$ cat src/design/yuvcr_pkg.sv
// yuvcr_pkg: shared types and constants of the yuv chroma resampler
// register indexes, default sizes, flag struct between front and back
// no dependencies
`timescale 1ns / 1ps

package yuvcr_pkg;

   localparam int MAX_WIDTH_DEFAULT   = 4096;
   localparam int MAX_HEIGHT_DEFAULT  = 4096;
   localparam int SAMPLE_BITS_DEFAULT = 8;
   localparam int PERIOD_BITS_DEFAULT = 4;

   localparam int NUM_PLANES   = 3;
   localparam int NUM_PHASES   = 6;
   localparam int DIM_REG_BITS = 13;
   localparam int PER_REG_BITS = 8;
   localparam int CSR_ADDR_BITS = 3;
   localparam int CSR_DATA_BITS = DIM_REG_BITS;
   localparam int QUEUE_DEPTH  = 4;

   typedef enum logic [CSR_ADDR_BITS-1:0] {
      REG_LINE_WIDTH   = 3'd0,
      REG_FRAME_HEIGHT = 3'd1,
      REG_SRC_LUMA     = 3'd2,
      REG_SRC_CB       = 3'd3,
      REG_SRC_CR       = 3'd4,
      REG_DST_LUMA     = 3'd5,
      REG_DST_CB       = 3'd6,
      REG_DST_CR       = 3'd7
   } csr_index_type;

   localparam logic [DIM_REG_BITS-1:0] LINE_WIDTH_RESET   = 13'd640;
   localparam logic [DIM_REG_BITS-1:0] FRAME_HEIGHT_RESET = 13'd480;
   localparam logic [PER_REG_BITS-1:0] SRC_LUMA_RESET     = 8'h11;
   localparam logic [PER_REG_BITS-1:0] SRC_CHROMA_RESET   = 8'h22;
   localparam logic [PER_REG_BITS-1:0] DST_LUMA_RESET     = 8'h11;
   localparam logic [PER_REG_BITS-1:0] DST_CHROMA_RESET   = 8'h12;

   // classification of one raster position, planes ordered y, u, v
   typedef struct packed {
      logic [NUM_PLANES-1:0] src_hit;
      logic [NUM_PLANES-1:0] dst_hit;
      logic                  line_end;
      logic                  frame_end;
   } pos_flags_type;

   localparam int FLAG_BITS = $bits(pos_flags_type);

endpackage

$ cat src/design/yuvcr_front.sv
// yuvcr_front: raster position tracking and sample point classification
// depends on yuvcr_pkg
`timescale 1ns / 1ps

module yuvcr_front #(
   parameter int MAX_WIDTH   = yuvcr_pkg::MAX_WIDTH_DEFAULT,
   parameter int MAX_HEIGHT  = yuvcr_pkg::MAX_HEIGHT_DEFAULT,
   parameter int PERIOD_BITS = yuvcr_pkg::PERIOD_BITS_DEFAULT
) (
   input  logic                                   clock,
   input  logic                                   reset,
   input  logic                                   advance,
   input  logic [yuvcr_pkg::DIM_REG_BITS-1:0]     line_width,
   input  logic [yuvcr_pkg::DIM_REG_BITS-1:0]     frame_height,
   input  logic [yuvcr_pkg::NUM_PHASES-1:0][yuvcr_pkg::PER_REG_BITS-1:0] periods,
   output yuvcr_pkg::pos_flags_type               flags
);
   import yuvcr_pkg::*;

   localparam int COL_BITS = $clog2(MAX_WIDTH);
   localparam int ROW_BITS = $clog2(MAX_HEIGHT);
   localparam int W_BITS = (COL_BITS + 1 > DIM_REG_BITS) ? COL_BITS + 1 : DIM_REG_BITS;
   localparam int H_BITS = (ROW_BITS + 1 > DIM_REG_BITS) ? ROW_BITS + 1 : DIM_REG_BITS;
   localparam int PB = PERIOD_BITS;

   logic [COL_BITS-1:0] col_ff, col_in;
   logic [ROW_BITS-1:0] row_ff, row_in;
   logic [NUM_PHASES-1:0][PB-1:0] hph_ff, hph_in, vph_ff, vph_in;

   logic [W_BITS-1:0] width_raw, width_eff, col_plus;
   logic [H_BITS-1:0] height_raw, height_eff, row_plus;
   logic line_end, frame_end;
   logic [NUM_PHASES-1:0] hit;

   // geometry: zero acts as one, oversize saturates
   always_comb begin
      width_raw  = W_BITS'(line_width);
      height_raw = H_BITS'(frame_height);
      if (width_raw == '0) begin
         width_eff = W_BITS'(1);
      end else if (width_raw > W_BITS'(MAX_WIDTH)) begin
         width_eff = W_BITS'(MAX_WIDTH);
      end else begin
         width_eff = width_raw;
      end
      if (height_raw == '0) begin
         height_eff = H_BITS'(1);
      end else if (height_raw > H_BITS'(MAX_HEIGHT)) begin
         height_eff = H_BITS'(MAX_HEIGHT);
      end else begin
         height_eff = height_raw;
      end
      col_plus  = W_BITS'(col_ff) + W_BITS'(1);
      row_plus  = H_BITS'(row_ff) + H_BITS'(1);
      line_end  = col_plus >= width_eff;
      frame_end = line_end && (row_plus >= height_eff);
   end

   // per-phase period decode and next phase
   always_comb begin
      logic [2*PB-1:0] pext;
      logic [PB-1:0]   hper, vper;
      for (int k = 0; k < NUM_PHASES; k++) begin
         pext = (2*PB)'(periods[k]);
         hper = (pext[PB-1:0] == '0) ? PB'(1) : pext[PB-1:0];
         vper = (pext[2*PB-1:PB] == '0) ? PB'(1) : pext[2*PB-1:PB];
         hit[k] = (hph_ff[k] == '0) && (vph_ff[k] == '0);
         if (line_end) begin
            hph_in[k] = '0;
            if (frame_end || ((PB+1)'(vph_ff[k]) + (PB+1)'(1) >= (PB+1)'(vper))) begin
               vph_in[k] = '0;
            end else begin
               vph_in[k] = vph_ff[k] + PB'(1);
            end
         end else begin
            vph_in[k] = vph_ff[k];
            if ((PB+1)'(hph_ff[k]) + (PB+1)'(1) >= (PB+1)'(hper)) begin
               hph_in[k] = '0;
            end else begin
               hph_in[k] = hph_ff[k] + PB'(1);
            end
         end
      end
   end

   always_comb begin
      if (line_end) begin
         col_in = '0;
         row_in = frame_end ? '0 : row_ff + ROW_BITS'(1);
      end else begin
         col_in = col_ff + COL_BITS'(1);
         row_in = row_ff;
      end
   end

   always_ff @(posedge clock) begin
      if (reset) begin
         col_ff <= '0;
         row_ff <= '0;
         hph_ff <= '0;
         vph_ff <= '0;
      end else if (advance) begin
         col_ff <= col_in;
         row_ff <= row_in;
         hph_ff <= hph_in;
         vph_ff <= vph_in;
      end
   end

   assign flags.src_hit   = hit[NUM_PLANES-1:0];
   assign flags.dst_hit   = hit[NUM_PHASES-1:NUM_PLANES];
   assign flags.line_end  = line_end;
   assign flags.frame_end = frame_end;

endmodule

$ cat src/design/yuvcr_queue.sv
// yuvcr_queue: short register fifo between front and back
// depends on yuvcr_pkg for the default depth
`timescale 1ns / 1ps

module yuvcr_queue #(
   parameter int WIDTH = 32,
   parameter int DEPTH = yuvcr_pkg::QUEUE_DEPTH
) (
   input  logic             clock,
   input  logic             reset,
   input  logic             push,
   input  logic [WIDTH-1:0] push_data,
   output logic             full,
   input  logic             pop,
   output logic [WIDTH-1:0] pop_data,
   output logic             not_empty
);
   import yuvcr_pkg::*;

   localparam int PTR_BITS = (DEPTH > 1) ? $clog2(DEPTH) : 1;
   localparam int CNT_BITS = $clog2(DEPTH + 1);

   logic [DEPTH-1:0][WIDTH-1:0] slot_ff;
   logic [PTR_BITS-1:0] wr_ff, wr_in, rd_ff, rd_in;
   logic [CNT_BITS-1:0] cnt_ff, cnt_in;
   logic do_push, do_pop;

   assign full      = cnt_ff == CNT_BITS'(DEPTH);
   assign not_empty = cnt_ff != '0;
   assign do_push   = push && !full;
   assign do_pop    = pop && not_empty;
   assign pop_data  = slot_ff[rd_ff];

   always_comb begin
      wr_in = wr_ff;
      rd_in = rd_ff;
      if (do_push) begin
         wr_in = (wr_ff == PTR_BITS'(DEPTH - 1)) ? '0 : wr_ff + PTR_BITS'(1);
      end
      if (do_pop) begin
         rd_in = (rd_ff == PTR_BITS'(DEPTH - 1)) ? '0 : rd_ff + PTR_BITS'(1);
      end
      cnt_in = cnt_ff + CNT_BITS'(do_push) - CNT_BITS'(do_pop);
   end

   always_ff @(posedge clock) begin
      if (reset) begin
         wr_ff  <= '0;
         rd_ff  <= '0;
         cnt_ff <= '0;
      end else begin
         wr_ff  <= wr_in;
         rd_ff  <= rd_in;
         cnt_ff <= cnt_in;
      end
   end

   always_ff @(posedge clock) begin
      if (do_push) begin
         slot_ff[wr_ff] <= push_data;
      end
   end

endmodule

$ cat src/design/yuvcr_back.sv
// yuvcr_back: sample-and-hold per plane and the registered result stage
// depends on yuvcr_pkg
`timescale 1ns / 1ps

module yuvcr_back #(
   parameter int SAMPLE_BITS = yuvcr_pkg::SAMPLE_BITS_DEFAULT
) (
   input  logic                                          clock,
   input  logic                                          reset,
   input  logic                                          q_valid,
   input  logic [yuvcr_pkg::NUM_PLANES*SAMPLE_BITS-1:0]  q_samples,
   input  yuvcr_pkg::pos_flags_type                      q_flags,
   output logic                                          q_pop,
   output logic                                          out_valid,
   input  logic                                          out_ready,
   output logic [yuvcr_pkg::NUM_PLANES*(SAMPLE_BITS+1)-1:0] out_data,
   output logic                                          out_line_end,
   output logic                                          out_frame_end
);
   import yuvcr_pkg::*;

   localparam int SB = SAMPLE_BITS;

   logic [NUM_PLANES-1:0][SB-1:0] held_ff, held_in;
   logic [NUM_PLANES*(SB+1)-1:0]  data_ff, data_in;
   logic valid_ff, last_ff, frame_ff;

   assign q_pop = q_valid && (!valid_ff || out_ready);

   // latch before emit: a fresh source sample is shown at once
   always_comb begin
      for (int k = 0; k < NUM_PLANES; k++) begin
         held_in[k] = q_flags.src_hit[k] ? q_samples[k*SB +: SB] : held_ff[k];
         data_in[k*(SB+1) +: SB+1] = {q_flags.dst_hit[k], held_in[k]};
      end
   end

   always_ff @(posedge clock) begin
      if (reset) begin
         held_ff  <= '0;
         valid_ff <= 1'b0;
      end else begin
         if (q_pop) begin
            held_ff  <= held_in;
            valid_ff <= 1'b1;
         end else if (out_ready) begin
            valid_ff <= 1'b0;
         end
      end
   end

   always_ff @(posedge clock) begin
      if (q_pop) begin
         data_ff  <= data_in;
         last_ff  <= q_flags.line_end;
         frame_ff <= q_flags.frame_end;
      end
   end

   assign out_valid     = valid_ff;
   assign out_data      = data_ff;
   assign out_line_end  = last_ff;
   assign out_frame_end = frame_ff;

endmodule

$ cat src/design/yuv_chroma_resampler_unit.sv
// yuv_chroma_resampler_unit: top level of the yuv chroma resampler
// holds the control registers, ties front, queue and back together
// depends on yuvcr_pkg, yuvcr_front, yuvcr_queue, yuvcr_back
`timescale 1ns / 1ps

//  channel   dir   handshake             payload
//  req       in    req_tvalid/tready     tdata: luma_in, cb_in, cr_in
//  rsp       out   rsp_tvalid/tready     tdata: y,yv,u,uv,v,vv  tlast: line_end
//                                        tuser: frame_end
//  csr       in    csr_we                csr_addr, csr_wdata
//
//  one item per clock sustained while rsp_tready stays high; rsp_tvalid rises once the
//  result register loads (front classifies and queues in the accept cycle; back pops it)
//  req_tready drops only when the four-entry queue is full
//  reset is synchronous: clears counters, phases and held samples, reloads register defaults
//  a stalled rsp holds its item while the queue keeps absorbing input

module yuv_chroma_resampler_unit #(
   parameter int MAX_WIDTH   = yuvcr_pkg::MAX_WIDTH_DEFAULT,
   parameter int MAX_HEIGHT  = yuvcr_pkg::MAX_HEIGHT_DEFAULT,
   parameter int SAMPLE_BITS = yuvcr_pkg::SAMPLE_BITS_DEFAULT,
   parameter int PERIOD_BITS = yuvcr_pkg::PERIOD_BITS_DEFAULT
) (
   input  logic clock,
   input  logic reset,
   // input items
   input  logic req_tvalid,
   output logic req_tready,
   // luma_in, cb_in, cr_in from the lowest bit up, zero padded to bytes
   input  logic [((yuvcr_pkg::NUM_PLANES*SAMPLE_BITS+7)/8)*8-1:0] req_tdata,
   // result items
   output logic rsp_tvalid,
   input  logic rsp_tready,
   // luma_out, luma_valid, cb_out, cb_valid, cr_out, cr_valid from the lowest bit up
   output logic [((yuvcr_pkg::NUM_PLANES*(SAMPLE_BITS+1)+7)/8)*8-1:0] rsp_tdata,
   output logic rsp_tlast,
   // frame_end
   output logic rsp_tuser,
   // control register writes
   input  logic                                   csr_we,
   input  yuvcr_pkg::csr_index_type               csr_addr,
   input  logic [yuvcr_pkg::CSR_DATA_BITS-1:0]    csr_wdata
);
   import yuvcr_pkg::*;

   localparam int SB       = SAMPLE_BITS;
   localparam int IN_BITS  = NUM_PLANES * SB;
   localparam int OUT_BITS = NUM_PLANES * (SB + 1);
   localparam int RSP_W    = ((OUT_BITS + 7) / 8) * 8;
   localparam int Q_W      = IN_BITS + FLAG_BITS;

   // control registers
   logic [DIM_REG_BITS-1:0] width_ff, height_ff;
   logic [NUM_PHASES-1:0][PER_REG_BITS-1:0] period_ff;

   always_ff @(posedge clock) begin
      if (reset) begin
         width_ff     <= LINE_WIDTH_RESET;
         height_ff    <= FRAME_HEIGHT_RESET;
         period_ff[0] <= SRC_LUMA_RESET;
         period_ff[1] <= SRC_CHROMA_RESET;
         period_ff[2] <= SRC_CHROMA_RESET;
         period_ff[3] <= DST_LUMA_RESET;
         period_ff[4] <= DST_CHROMA_RESET;
         period_ff[5] <= DST_CHROMA_RESET;
      end else if (csr_we) begin
         case (csr_addr)
            REG_LINE_WIDTH:   width_ff     <= csr_wdata;
            REG_FRAME_HEIGHT: height_ff    <= csr_wdata;
            REG_SRC_LUMA:     period_ff[0] <= csr_wdata[PER_REG_BITS-1:0];
            REG_SRC_CB:       period_ff[1] <= csr_wdata[PER_REG_BITS-1:0];
            REG_SRC_CR:       period_ff[2] <= csr_wdata[PER_REG_BITS-1:0];
            REG_DST_LUMA:     period_ff[3] <= csr_wdata[PER_REG_BITS-1:0];
            REG_DST_CB:       period_ff[4] <= csr_wdata[PER_REG_BITS-1:0];
            REG_DST_CR:       period_ff[5] <= csr_wdata[PER_REG_BITS-1:0];
            default:          width_ff     <= width_ff;
         endcase
      end
   end

   // front: position and phase tracking, advances on every accepted item
   pos_flags_type front_flags, q_flags;
   logic q_full, q_not_empty, q_pop, req_accept;
   logic [Q_W-1:0] q_push_data, q_pop_data;

   assign req_tready  = !q_full;
   assign req_accept  = req_tvalid && req_tready;

   yuvcr_front #(
      .MAX_WIDTH   (MAX_WIDTH),
      .MAX_HEIGHT  (MAX_HEIGHT),
      .PERIOD_BITS (PERIOD_BITS)
   ) u_front (
      .clock        (clock),
      .reset        (reset),
      .advance      (req_accept),
      .line_width   (width_ff),
      .frame_height (height_ff),
      .periods      (period_ff),
      .flags        (front_flags)
   );

   // queue entry: samples above the classification flags
   assign q_push_data = {req_tdata[IN_BITS-1:0], front_flags};

   yuvcr_queue #(
      .WIDTH (Q_W),
      .DEPTH (QUEUE_DEPTH)
   ) u_queue (
      .clock     (clock),
      .reset     (reset),
      .push      (req_accept),
      .push_data (q_push_data),
      .full      (q_full),
      .pop       (q_pop),
      .pop_data  (q_pop_data),
      .not_empty (q_not_empty)
   );

   assign q_flags = q_pop_data[FLAG_BITS-1:0];

   // back: sample-and-hold and the result register
   logic [OUT_BITS-1:0] back_data;

   yuvcr_back #(
      .SAMPLE_BITS (SAMPLE_BITS)
   ) u_back (
      .clock         (clock),
      .reset         (reset),
      .q_valid       (q_not_empty),
      .q_samples     (q_pop_data[Q_W-1:FLAG_BITS]),
      .q_flags       (q_flags),
      .q_pop         (q_pop),
      .out_valid     (rsp_tvalid),
      .out_ready     (rsp_tready),
      .out_data      (back_data),
      .out_line_end  (rsp_tlast),
      .out_frame_end (rsp_tuser)
   );

   assign rsp_tdata = RSP_W'(back_data);

endmodule

$ cat config.mk
export PLATFORM = sky130hd
export DESIGN_NAME = yuv_chroma_resampler_unit
export DESIGN_NICKNAME = d
export VERILOG_FILES = /design/src/design/yuvcr_pkg.sv /design/src/design/yuvcr_front.sv /design/src/design/yuvcr_queue.sv /design/src/design/yuvcr_back.sv /design/src/design/yuv_chroma_resampler_unit.sv
export SDC_FILE = /design/constraint.sdc
export NUM_CORES = 1
export LEC_CHECK = 0
export BUFFER_PORTS_ARGS = -buffer_cell sky130_fd_sc_hd__buf_2
export CAP_MARGIN = 10
export CORE_MARGIN = 3
export CORE_UTILIZATION = 30
export DETAILED_ROUTE_END_ITERATION = 6
export HOLD_SLACK_MARGIN = 0.08
export PLACE_DENSITY = 0.46
export SETUP_SLACK_MARGIN = 0.2
export SLEW_MARGIN = 10
export SYNTH_ARGS = -nofsm -noshare
export SYNTH_HDL_FRONTEND = slang
export SYNTH_SLANG_ARGS = --single-unit
export TNS_END_PERCENT = 100
$ cat constraint.sdc
create_clock -name clock -period 4.9 [get_ports clock]
set_input_delay 0.245 -clock clock [delete_from_list [all_inputs] [get_ports clock]]
set_output_delay 0.245 -clock clock [all_outputs]
set_load 0.01 [all_outputs]
==> summary.txt, run 1 <==
Outcome
  • Outcome: completed

Clock network
  • TritonCTS Buffers: 40
  • Clock Sinks: 335
  • CTS H-tree lvls: 2
  • Root Buffer: clkbuf_16
  • Worst skew pair latency: 0.55 ns
  • Clk slew on worst S/H paths: 0.06 ns
  • Clock Path Buffers: 3
  • CTS tree: built

Final layout
  • Share of layout cells above drive strength 1: 0.160
  • Final nets: 1600
  • Filler Cells Inserted: 5090
  • Layout area overhead: 17.4%

Synth
  • Ys async rst share: 0
  • Synth warn: 0
  • Most frequent cells after synthesis: nand2_1, dfxtp_1, edfxtp_1
  • Synth top area share: 0.306
  • Top cells by area, synth: edfxtp_1, dfxtp_1, ha_1
  • Area leader, netlist: edfxtp_1
  • Top_reg_cell synth: dfxtp_1
  • Sequential share of the synthesized area: 0.538
  • Cell area after synthesis: 15400 sq um
  • Yosys reg bits: 335
  • Most numerous cell in the Yosys netlist: nand2_1
  • Gate Count Post-Synth: 1347
  • Post-synth cell types: 55
  • EDFF count, synth: 157
  • Syn_area_per_cell: 11.4 sq um

STA
  • Relative slew slack: 0.264
  • Worst Tran Pin Value: approximately 1.1 ns
  • Final Hold Viols: 0
  • Fmax: 270 MHz
  • RSZ-0062 raised after global routing: false
  • Hold Slack: 0.107 ns
  • Setup_tns: 0 ns
  • Final Skew: 0.0115 ns
  • Crit share post-route: 0.757
  • Period minus WS final: ~3.7 ns
  • Setup violators final: 0
  • Max Slew Vio Count: 0

Flow run
  • Max-Cap Viols: 0

Route
  • Via count: between 10000 and 15000
  • Initial DRC count: 435
  • First-pass DRT Iterations: 4
  • Post-DRT Antenna Nets: 0
  • WL final: 35600 um
  • Routed vias/inst: roughly 4.7
  • DR WL/cell: 16.5 um
  • # DRC: 0

Global route
  • First-pass GRT wire length: 57100 um
  • Initial antenna violation count: 0
  • Vias in the first global route: 10243
  • Pin count of the biggest net entering global routing: 58
  • GR Util All Layers: 0.134
  • Grt total ovfl: 0

Worst hold path
  • Hold Path Origin: csr_wdata[6]
  • Hold depth: 3
  • HP Class: in -> reg

Floorplan
  • Core box area: 50500 sq um
  • I/O pins: a little over 80
  • Row count: 82
  • Die Wd: 233 um
  • Die area: 54100 sq um
  • Die Ht: about 230 um
  • Initial Util: 0.305

Worst setup path
  • Crit path required time: ~5.4 ns
  • Worst reg2reg path depth: 14
  • CP arrival: roughly 4.2 ns
  • Critical Path End Type: register
  • Worst r2r src: u_front.col_ff[0]
  • Critical path startpoint category: register
  • Critical path class: reg -> reg
  • CP Max Fanout: 14
  • Critical Path Start: u_front.col_ff[0]

Power
  • PwrDens: 466 nW/um^2
  • Worst vdd ir: 0.000305 V
  • Power, Total: 8420 uW
  • Leak: 0.00682 uW

Placement
  • Number of port buffers: 75
  • HPWL after DPL: 23100 um
  • GPL Wtd Cong: 0.790
==> stage by stage <==
| stage | instances | util | setup WS (ns) | instance area, sq um |
|---|---|---|---|---|
| detailed placement | 2044 | 0.325 | 1.11 | 16400 |
| finish | 2152 | 0.358 | 1.19 | 18100 |
| global placement | 2044 | 0.325 | 1.24 | 16400 |
| floorplan | 1351 | - | 1.44 | 15400 |
| CTS | 2151 | 0.358 | 1.13 | 18100 |
| global route | 2151 | 0.358 | 0.787 | 18100 |
==> power by group <==
part	switching, uW	leakage (uW)	internal [uW]
combinational	954	0.00329	849
clock	1170	0.000647	1780
sequential	220	0.00289	3450
==> cells by family (layout without fill, tap and decap cells) <==
| logic type | Yosys count | in the layout | share of synthesized area |
|---|---|---|---|
| adders and majority gates | 108 | 108 | 0.0882 |
| DFF | 335 | 335 | 0.538 |
| other | 1 | 6 | 0.000244 |
| muxes | 105 | 105 | 0.0968 |
| AOI/OAI and AO/OA | 210 | 210 | 0.0904 |
| buffers and inverters | 136 | 264 | 0.0369 |
| and+or+nand+nor | 402 | 402 | 0.121 |
| xor gates and xnor gates | 50 | 50 | 0.0284 |
==> sequential cells by signal (all words and copies together), names as in the netlist <==
register / flops
height_ff: 13
period_ff: 48
u_back.held_ff: 24
u_back.out_data: 27
u_back.out_frame_end: 1
u_back.out_line_end: 1
u_back.out_valid: 1
u_front.col_ff: 12
u_front.hph_ff: 24
u_front.row_ff: 12
u_front.vph_ff: 24
u_queue.cnt_ff: 3
u_queue.rd_ff: 2
u_queue.slot_ff: 128
u_queue.wr_ff: 2
width_ff: 13
==> area by class of cell <==
class,count,area [sq um],share of cell area
inverters,73,274,0.0152
diodes,1,2.50,0.000138
well taps,672,841,0.0465
flip-flops and latches,335,8280,0.458
repair buffers,117,776,0.0429
clock buffers,60,1180,0.0651
multi-input cells,880,6590,0.364
clock inverters,14,146,0.00809
==> cell usage in the layout, fill, tap and decap left out, types with 11 or more instances in the layout <==
master,instances
dfxtp_1,177
nand2_1,183
o21ai_0,33
a31oi_1,15
clkbuf_1,11
nor2_1,81
o31ai_1,11
inv_1,71
nor2b_1,15
buf_2,74
nand2b_1,25
dlygate4sd3_1,33
edfxtp_1,157
mux2_2,30
ha_1,107
a21oi_1,62
mux4_2,32
clkbuf_16,41
xnor2_1,31
nand3_1,36
mux2i_1,41
a22o_1,32
a211oi_1,17
and3_1,11
xor2_1,19
a31o_2,12
==> timing repair <==
action	4_1_cts	5_1_grt
hold buffers	33	0
buffers inserted	0	0
gates resized for setup	0	0
hold endpoints to repair	112	0
==> worst max-delay path, stage by stage (launching register included) <==
cell	delay [ns]
dfxtp_1	0.38
ha_1	0.22
and3_1	0.22
and2_1	0.22
nand2_1	0.09
xnor2_1	0.14
ha_1	0.33
a21oi_1	0.13
o21ai_0	0.13
a21oi_1	0.32
a21oi_1	0.12
buf_4	0.23
nor2_1	0.64
buf_4	0.31
mux2_2	0.16
==> path summary, 6_finish.rpt <==
| path | end | slack (ns) |
|---|---|---|
| worst max-delay path | u_front.vph_ff[0] | 1.19 |
| worst min-delay path | period_ff[22] | 0.11 |
| worst max register to register | u_front.vph_ff[0] | 1.19 |
| worst min register to register | period_ff[11] | 0.45 |
==> layer usage <==
metal,share of wire,GRT usage,vias to the layer above
li1,-,-,5037
met1,0.47,0.176,4858
met2,0.47,0.224,160
met3,0.041,0.0246,47
met4,0.020,0.0406,0
met5,0,0,-
Power figures use the tool's default switching activity.
==> inputs of run 2 (changes only) <==
Settings changed: ABC_AREA from default to 1.
Clock period 4.9 ns to 3.7 ns, I/O delays scaled along.
==> summary.txt, run 2 <==
Final layout
  • Filler Cells Inserted: 5308 (+4.3%)
  • Fin area: 18700 sq um (+3.2%)
  • Final nets: 1985 (+24%)
  • Area taken by flip-flops and latches: 8280 sq um (about the same)
  • Most frequent cells in the layout: inv_1, nand2_1, nor2_1
  • Layout area overhead: 17.5% (about the same)
  • Multi-input gate area in the final layout: 6480 sq um (-1.7%)
  • Leading cell type in the layout, fill and taps excluded: inv_1
  • Final Non-Filler Cells: 2545 (+18%)
  • Largest Register: u_queue.slot_ff
  • Share of layout cells above drive strength 1: 0.134 (-0.0266)
  • Max reg flops: 128 (unchanged)

Floorplan
  • Core box area: 51800 sq um (+2.7%)
  • Die Wd: 236 um (+1.5%)
  • Initial Util: 0.307 (+0.00149)
  • Die Ht: 236 um (+1.5%)
  • I/O pins: 81 (unchanged)
  • Row count: 83 (+1.2%)
  • Die area: 55800 sq um (+3.1%)

Synth
  • Cell area after synthesis: 15900 sq um (+3.2%)
  • Area leader, netlist: edfxtp_1
  • Yosys reg bits: 335 (unchanged)
  • Post-synth cell types: 44 (-20%)
  • Most frequent cells after synthesis: inv_1, nand2_1, nor2_1
  • Top_reg_cell synth: dfxtp_1
  • Post-Synth Adder-Cell Area: 0.0855 (-0.00270)
  • Top cells by area, synth: edfxtp_1, dfxtp_1, ha_1
  • Gate Count Post-Synth: 1729 (+28%)
  • EDFF count, synth: 157 (unchanged)
  • Synth warn: 0 (unchanged)
  • XOR/XNOR Fraction of Synth Area: 0.0221 (-0.00638)
  • Sequential share of the synthesized area: 0.521 (-0.0165)
  • Multiplexer share of the synthesized area: 0 (-0.0968)
  • Syn_area_per_cell: 9.19 sq um (-20%)
  • Largest family of logic cells by synthesized area: compound AO/OA/AOI/OAI gates
  • Ys async rst share: 0 (unchanged)
  • Most numerous cell in the Yosys netlist: inv_1
  • Synth top area share: 0.297 (-0.00938)
  • Post-synthesis compound-gate area fraction: 0.150 (+0.0598)
  • Synth Area in Simple Gates: 0.145 (+0.0234)

Route
  • Post-DRT Antenna Nets: 0 (unchanged)
  • # DRC: 0 (unchanged)
  • First-pass DRT Iterations: 7 (+3)
  • Initial DRC count: 598 (+37%)
  • Routed vias/inst: 4.66 (-0.64%)
  • WL final: 39500 um (+11%)
  • Via count: 11870 (+18%)
  • DR WL/cell: 15.5 um (-6.2%)

STA
  • Final Hold Viols: 0 (unchanged)
  • Relative slew slack: 0.452 (+0.188)
  • Setup_tns: 0 ns (unchanged)
  • Crit share post-route: 0.837 (+0.0803)
  • Final Skew: 0.0204 ns (+0.00895 ns)
  • Max Slew Vio Count: 0 (unchanged)
  • RSZ-0062 raised after global routing: false
  • Worst Tran Pin Value: 0.823 ns (-0.281 ns)
  • Period minus WS final: 3.10 ns (-0.611 ns)
  • Fmax: 323 MHz (+20%)
  • Hold Slack: 0.104 ns (-0.00313 ns)
  • Setup violators final: 0 (unchanged)

Power
  • Leak: 0.00764 uW (+12%)
  • Power, Total: 12500 uW (+49%)
  • Worst vdd ir: 0.000358 V (+18%)
  • PwrDens: 672 nW/um^2 (+44%)

Clock network
  • CTS H-tree lvls: 2 (unchanged)
  • Clock Path Buffers: 3 (unchanged)
  • Worst skew pair latency: 0.56 ns (about the same)
  • Clk slew on worst S/H paths: 0.06 ns (about the same)
  • TritonCTS Buffers: 40 (unchanged)
  • CTS tree: built
  • Clock Sinks: 335 (unchanged)
  • Root Buffer: clkbuf_16

Worst setup path
  • Critical Path, Cell by Cell: ha_1, nand2_1, nor2_2, nand2_1, or3_1, o21ai_0, inv_1, ha_1, nand2_1, nand2_1, nand3_1, nand2_1, nor2_2, nand3_4, buf_4, inv_6, nand3_1, a21oi_1
  • CP max stage cell: dfxtp_2
  • Critical path class: reg -> reg
  • Critical Path End Type: register
  • CP arrival: 3.57 ns (-0.63 ns)
  • Cell mode on critical path: nand2_1
  • Critical Path Max Stage Delay: 0.37 ns (-0.27 ns)
  • CP Max Fanout: 24 (+10)
  • Critical path startpoint category: register
  • Crit path required time: 4.17 ns (-1.22 ns)
  • Buf/Inv on CP: 3 (+1)
  • Crit-path leading delay family: simple AND/OR/NAND/NOR gates
  • Reg2reg setup slack: 0.60 ns (-0.59 ns)

Global route
  • Vias in the first global route: 11443 (+12%)
  • Grt total ovfl: 0 (unchanged)
  • GR Util All Layers: 0.140 (+0.00580)
  • Initial antenna violation count: 1 (+1)
  • First-pass GRT wire length: 62800 um (+10%)
  • Pin count of the biggest net entering global routing: 69 (+19%)

Placement
  • Cell Area, Placed: 16900 sq um (+2.9%)
  • GPL Wtd Cong: 0.777 (-1.7%)
  • HPWL after DPL: 24500 um (+6.1%)
  • Number of port buffers: 75 (unchanged)
  • # placed instances: 2430 (+19%)

Outcome
  • Outcome: completed

Worst hold path
  • HP Class: in -> reg

Flow run
  • Max-Cap Viols: 0 (unchanged)
==> run 2: cell count changes in the layout (fill, tap and decap cells not counted), moves of 20 or more <==
cell | before | now
a21oi_1 | 62 | 126
a22o_1 | 32 | 0
inv_1 | 71 | 210
mux2_2 | 30 | 0
mux2i_1 | 41 | 0
mux4_2 | 32 | 0
nand2_1 | 183 | 203
nand2b_1 | 25 | 0
nand3_1 | 36 | 92
nor2_1 | 81 | 196
o21ai_0 | 33 | 147
o21ai_1 | 0 | 33
o21ai_2 | 0 | 26
o22ai_1 | 0 | 30
==> run 2: kinds of logic (layout without fill, tap and decap cells) <==
| kind of cell | Yosys count | after routing |
|---|---|---|
| compound gates | 408 | 408 |
| xor+xnor | 40 | 40 |
| fa+ha+maj | 108 | 108 |
| buf+inv | 292 | 422 |
| flops | 335 | 335 |
| other cells | 1 | 7 |
| simple gates | 545 | 545 |
==> run 2: worst min-delay path: stages <==
cell      delay, ns
buf_2          0.23
nand2_1        0.12
o211ai_1       0.07
==> run 2: routing by layer <==
metal | share of wire | track usage | up-vias | routed length [um]
met2 | 0.47 | 0.234 | 186 | 18400
met1 | 0.48 | 0.186 | 5605 | 18900
li1 | - | - | 6021 | -
met5 | 0 | 0 | - | 0
met3 | 0.033 | 0.0210 | 58 | 1310
met4 | 0.022 | 0.0424 | 0 | 879
==> run 2: final cells by class <==
class / instances / area share
clock inverters: 16 / 0.00979
repair buffers: 132 / 0.0482
flip-flops and latches: 335 / 0.444
diodes: 2 / 0.000268
inverters: 217 / 0.0445
multi-input cells: 1106 / 0.347
well taps: 680 / 0.0456
clock buffers: 57 / 0.0609
==> run 2: stage by stage <==
step                utilization  setup WS (ns)
global placement          0.326          0.441
global route              0.360          0.216
finish                    0.360          0.602
floorplan                     -          0.362
CTS                       0.359          0.329
detailed placement        0.326          0.348
==> run 2: where the power goes <==
group          internal [uW]  leakage [uW]  total, uW  switching, uW
sequential              4660       0.00291       4960            291
clock                   2360      0.000646       3970           1600
combinational           1160       0.00408       3620           2460
==> run 2: path summary, 6_finish.rpt <==
path,end,from,cells past startpoint
setup reg to reg,u_front.hph_ff[9],u_front.col_ff[0],18
hold / removal,period_ff[33],csr_wdata[1],3
hold reg to reg,period_ff[24],period_ff[24],2
setup / recovery,u_front.hph_ff[9],u_front.col_ff[0],18
==> run 2: what timing repair did <==
item / in CTS / in global routing
hold endpoints to repair: 128 / 0
setup buffers: 0 / 3
hold buffers: 37 / 0
setup endpoints to repair: 0 / 76
gates resized for setup: 0 / 13
==> inputs of run 3 (changes only) <==
Clock period 3.7 ns to 3.2 ns, I/O delays scaled along.
==> summary.txt, run 3 (synthesized netlist as in run 2, its figures left out) <==
Route
  • Routed vias/inst: 4.62 (-0.95%)
  • Initial DRC count: 494 (-17%)
  • DR WL/cell: 15.5 um (+0.17%)
  • Via count: 11886 (+0.13%)
  • # DRC: 0 (unchanged)
  • WL final: 40000 um (+1.3%)
  • First-pass DRT Iterations: 5 (-2)
  • Post-DRT Antenna Nets: 0 (unchanged)

Clock network
  • Root Buffer: clkbuf_16
  • Clock Sinks: 335 (unchanged)
  • Worst skew pair latency: 0.57 ns (about the same)
  • CTS H-tree lvls: 2 (unchanged)
  • Clock Path Buffers: 3 (unchanged)
  • Clk slew on worst S/H paths: 0.06 ns (about the same)
  • TritonCTS Buffers: 40 (unchanged)
  • CTS tree: built

Final layout
  • Fin area: 19300 sq um (+3.4%)
  • Largest Register: u_queue.slot_ff
  • Filler Cells Inserted: 5178 (-2.4%)
  • Leading cell type in the layout, fill and taps excluded: inv_1
  • Max reg flops: 128 (unchanged)
  • Ant diodes: 0 (-2)
  • Share of layout cells above drive strength 1: 0.170 (+0.0359)
  • Most frequent cells in the layout: inv_1, nand2_1, nor2_1
  • Layout area overhead: 21.5%
  • Finished Core Util: 0.372 (+0.0122)
  • Final Non-Filler Cells: 2573 (+1.1%)
  • Final nets: 2016 (+1.6%)

Floorplan
  • Initial Util: 0.307 (unchanged)
  • I/O pins: 81 (unchanged)
  • Die Ht: 236 um (unchanged)
  • Row count: 83 (unchanged)
  • Core box area: 51800 sq um (unchanged)
  • Die area: 55800 sq um (unchanged)
  • Die Wd: 236 um (unchanged)

STA
  • Setup violators final: 0 (unchanged)
  • Worst Tran Pin Value: 0.825 ns (+0.00261 ns)
  • RSZ-0062 raised after global routing: false
  • Max Slew Vio Count: 0 (unchanged)
  • PnR worst setup slack: 0.312 ns (-0.289 ns)
  • Crit share post-route: 0.902 (+0.0651)
  • Relative slew slack: 0.450 (-0.00174)
  • Final Hold Viols: 0 (unchanged)
  • Final Skew: 0.0166 ns (-0.00386 ns)
  • Period minus WS final: 2.89 ns (-0.211 ns)
  • Fmax: 346 MHz (+7.3%)

Power
  • Clock Power Share: 0.317 (about the same)
  • Net Sw Power: 5140 uW (+18%)
  • Worst vdd ir: 0.000355 V (-0.88%)
  • PwrDens: 779 nW/um^2 (+16%)
  • Combinational power share: 0.303 (+0.014)
  • Switching share of total power: 0.342 (-0.00458)
  • Cell-internal power: 9880 uW (+21%)
  • Leak: 0.00790 uW (+3.4%)
  • Sequential cell fraction of total power: 0.380 (-0.015)

Placement
  • Number of port buffers: 75 (unchanged)
  • Pre-CTS setup slack: -0.0330 ns (-0.381 ns)
  • # placed instances: 2438 (+0.33%)
  • HPWL after DPL: 24800 um (+1.4%)
  • Cell Area, Placed: 17000 sq um (+0.52%)
  • GPL Wtd Cong: 0.765 (-1.6%)

Worst setup path
  • CP Max Fanout: 7 (-71%)
  • Critical path startpoint category: register
  • Critical Path End Type: register
  • Crit path required time: 3.65 ns (-0.52 ns)
  • CP arrival: 3.34 ns (-0.23 ns)
  • Critical path class: reg -> reg

Global route
  • Grt total ovfl: 0 (unchanged)
  • Initial antenna violation count: 1 (unchanged)
  • First-pass GRT wire length: 61900 um (-1.6%)
  • Vias in the first global route: 11526 (+0.73%)
  • Pin count of the biggest net entering global routing: 72 (+4.3%)
  • GR Util All Layers: 0.138 (-0.00186)

Outcome
  • Outcome: completed

Flow run
  • Max-Cap Viols: 0 (unchanged)

Worst hold path
  • HP Class: in -> reg
-- run 3: power by group through the flow --
stage / logic (uW) / clock network [uW] / registers, uW
after floorplan: 2970 / 0 / 5810
after global placement: 4190 / 0 / 5800
after detailed placement: 4250 / 0 / 5800
after CTS: 4320 / 4930 / 5720
after global routing: 5160 / 5100 / 5790
final: 4550 / 4760 / 5710
-- run 3: layer usage --
layer	wire, um	up-vias	global-route usage	share of wire
met5	0	-	0	0
met3	1490	44	0.0283	0.037
met4	722	0	0.0332	0.018
li1	-	6092	-	-
met1	18800	5585	0.178	0.47
met2	19000	165	0.236	0.47
-- run 3: path summary, 6_finish.rpt --
| check | startpoint | to | slack, ns | cells after the start |
|---|---|---|---|---|
| setup reg to reg | u_front.col_ff[0] | u_front.vph_ff[20] | 0.31 | 19 |
| hold / removal | csr_addr[2] | period_ff[41] | 0.15 | 4 |
| hold reg to reg | period_ff[44] | period_ff[44] | 0.47 | 2 |
| setup / recovery | u_front.col_ff[0] | u_front.vph_ff[20] | 0.31 | 19 |
-- run 3: cell type report --
cell class	instances	area, sq um	share of cell area
Clock buffer	57	1150	0.0594
Tap cell	680	851	0.0441
Timing Repair Buffer	161	1250	0.0648
Inverter	217	827	0.0429
Sequential cell	335	8290	0.429
Clock inverter	15	228	0.0118
Multi-Input combinational cell	1108	6710	0.348
-- run 3: worst max-delay path, stage by stage, from the launching register on --
cell	delay (ns)
dfxtp_2	0.33
ha_2	0.18
nand2_2	0.08
nor2_4	0.11
nand2_2	0.08
or3_4	0.39
o21ai_4	0.08
inv_2	0.06
ha_4	0.26
nand2_1	0.06
nor2_2	0.15
nand2_2	0.08
nor2_2	0.11
nor2_2	0.06
nand3_4	0.13
buf_6	0.13
nand2_8	0.10
clkbuf_16	0.23
a21oi_2	0.11
nor2_1	0.05
-- run 3: what timing repair did --
action,4_1_cts,5_1_grt
setup endpoints to repair,52,76
endpoints found under the hold margin,160,0
gates resized for setup,7,57
pin swaps,0,17
gates cloned,0,8
hold buffers,41,0
buffers inserted,1,13
-- run 3: through the flow --
stage	hold slack (ns)	total power [uW]	setup TNS, ns
floorplan	0.259	8780	0
global placement	0.380	9980	0
detailed placement	0.385	10100	-0.113
CTS	0.123	15000	0
global route	0.176	16000	0
finish	0.154	15000	0
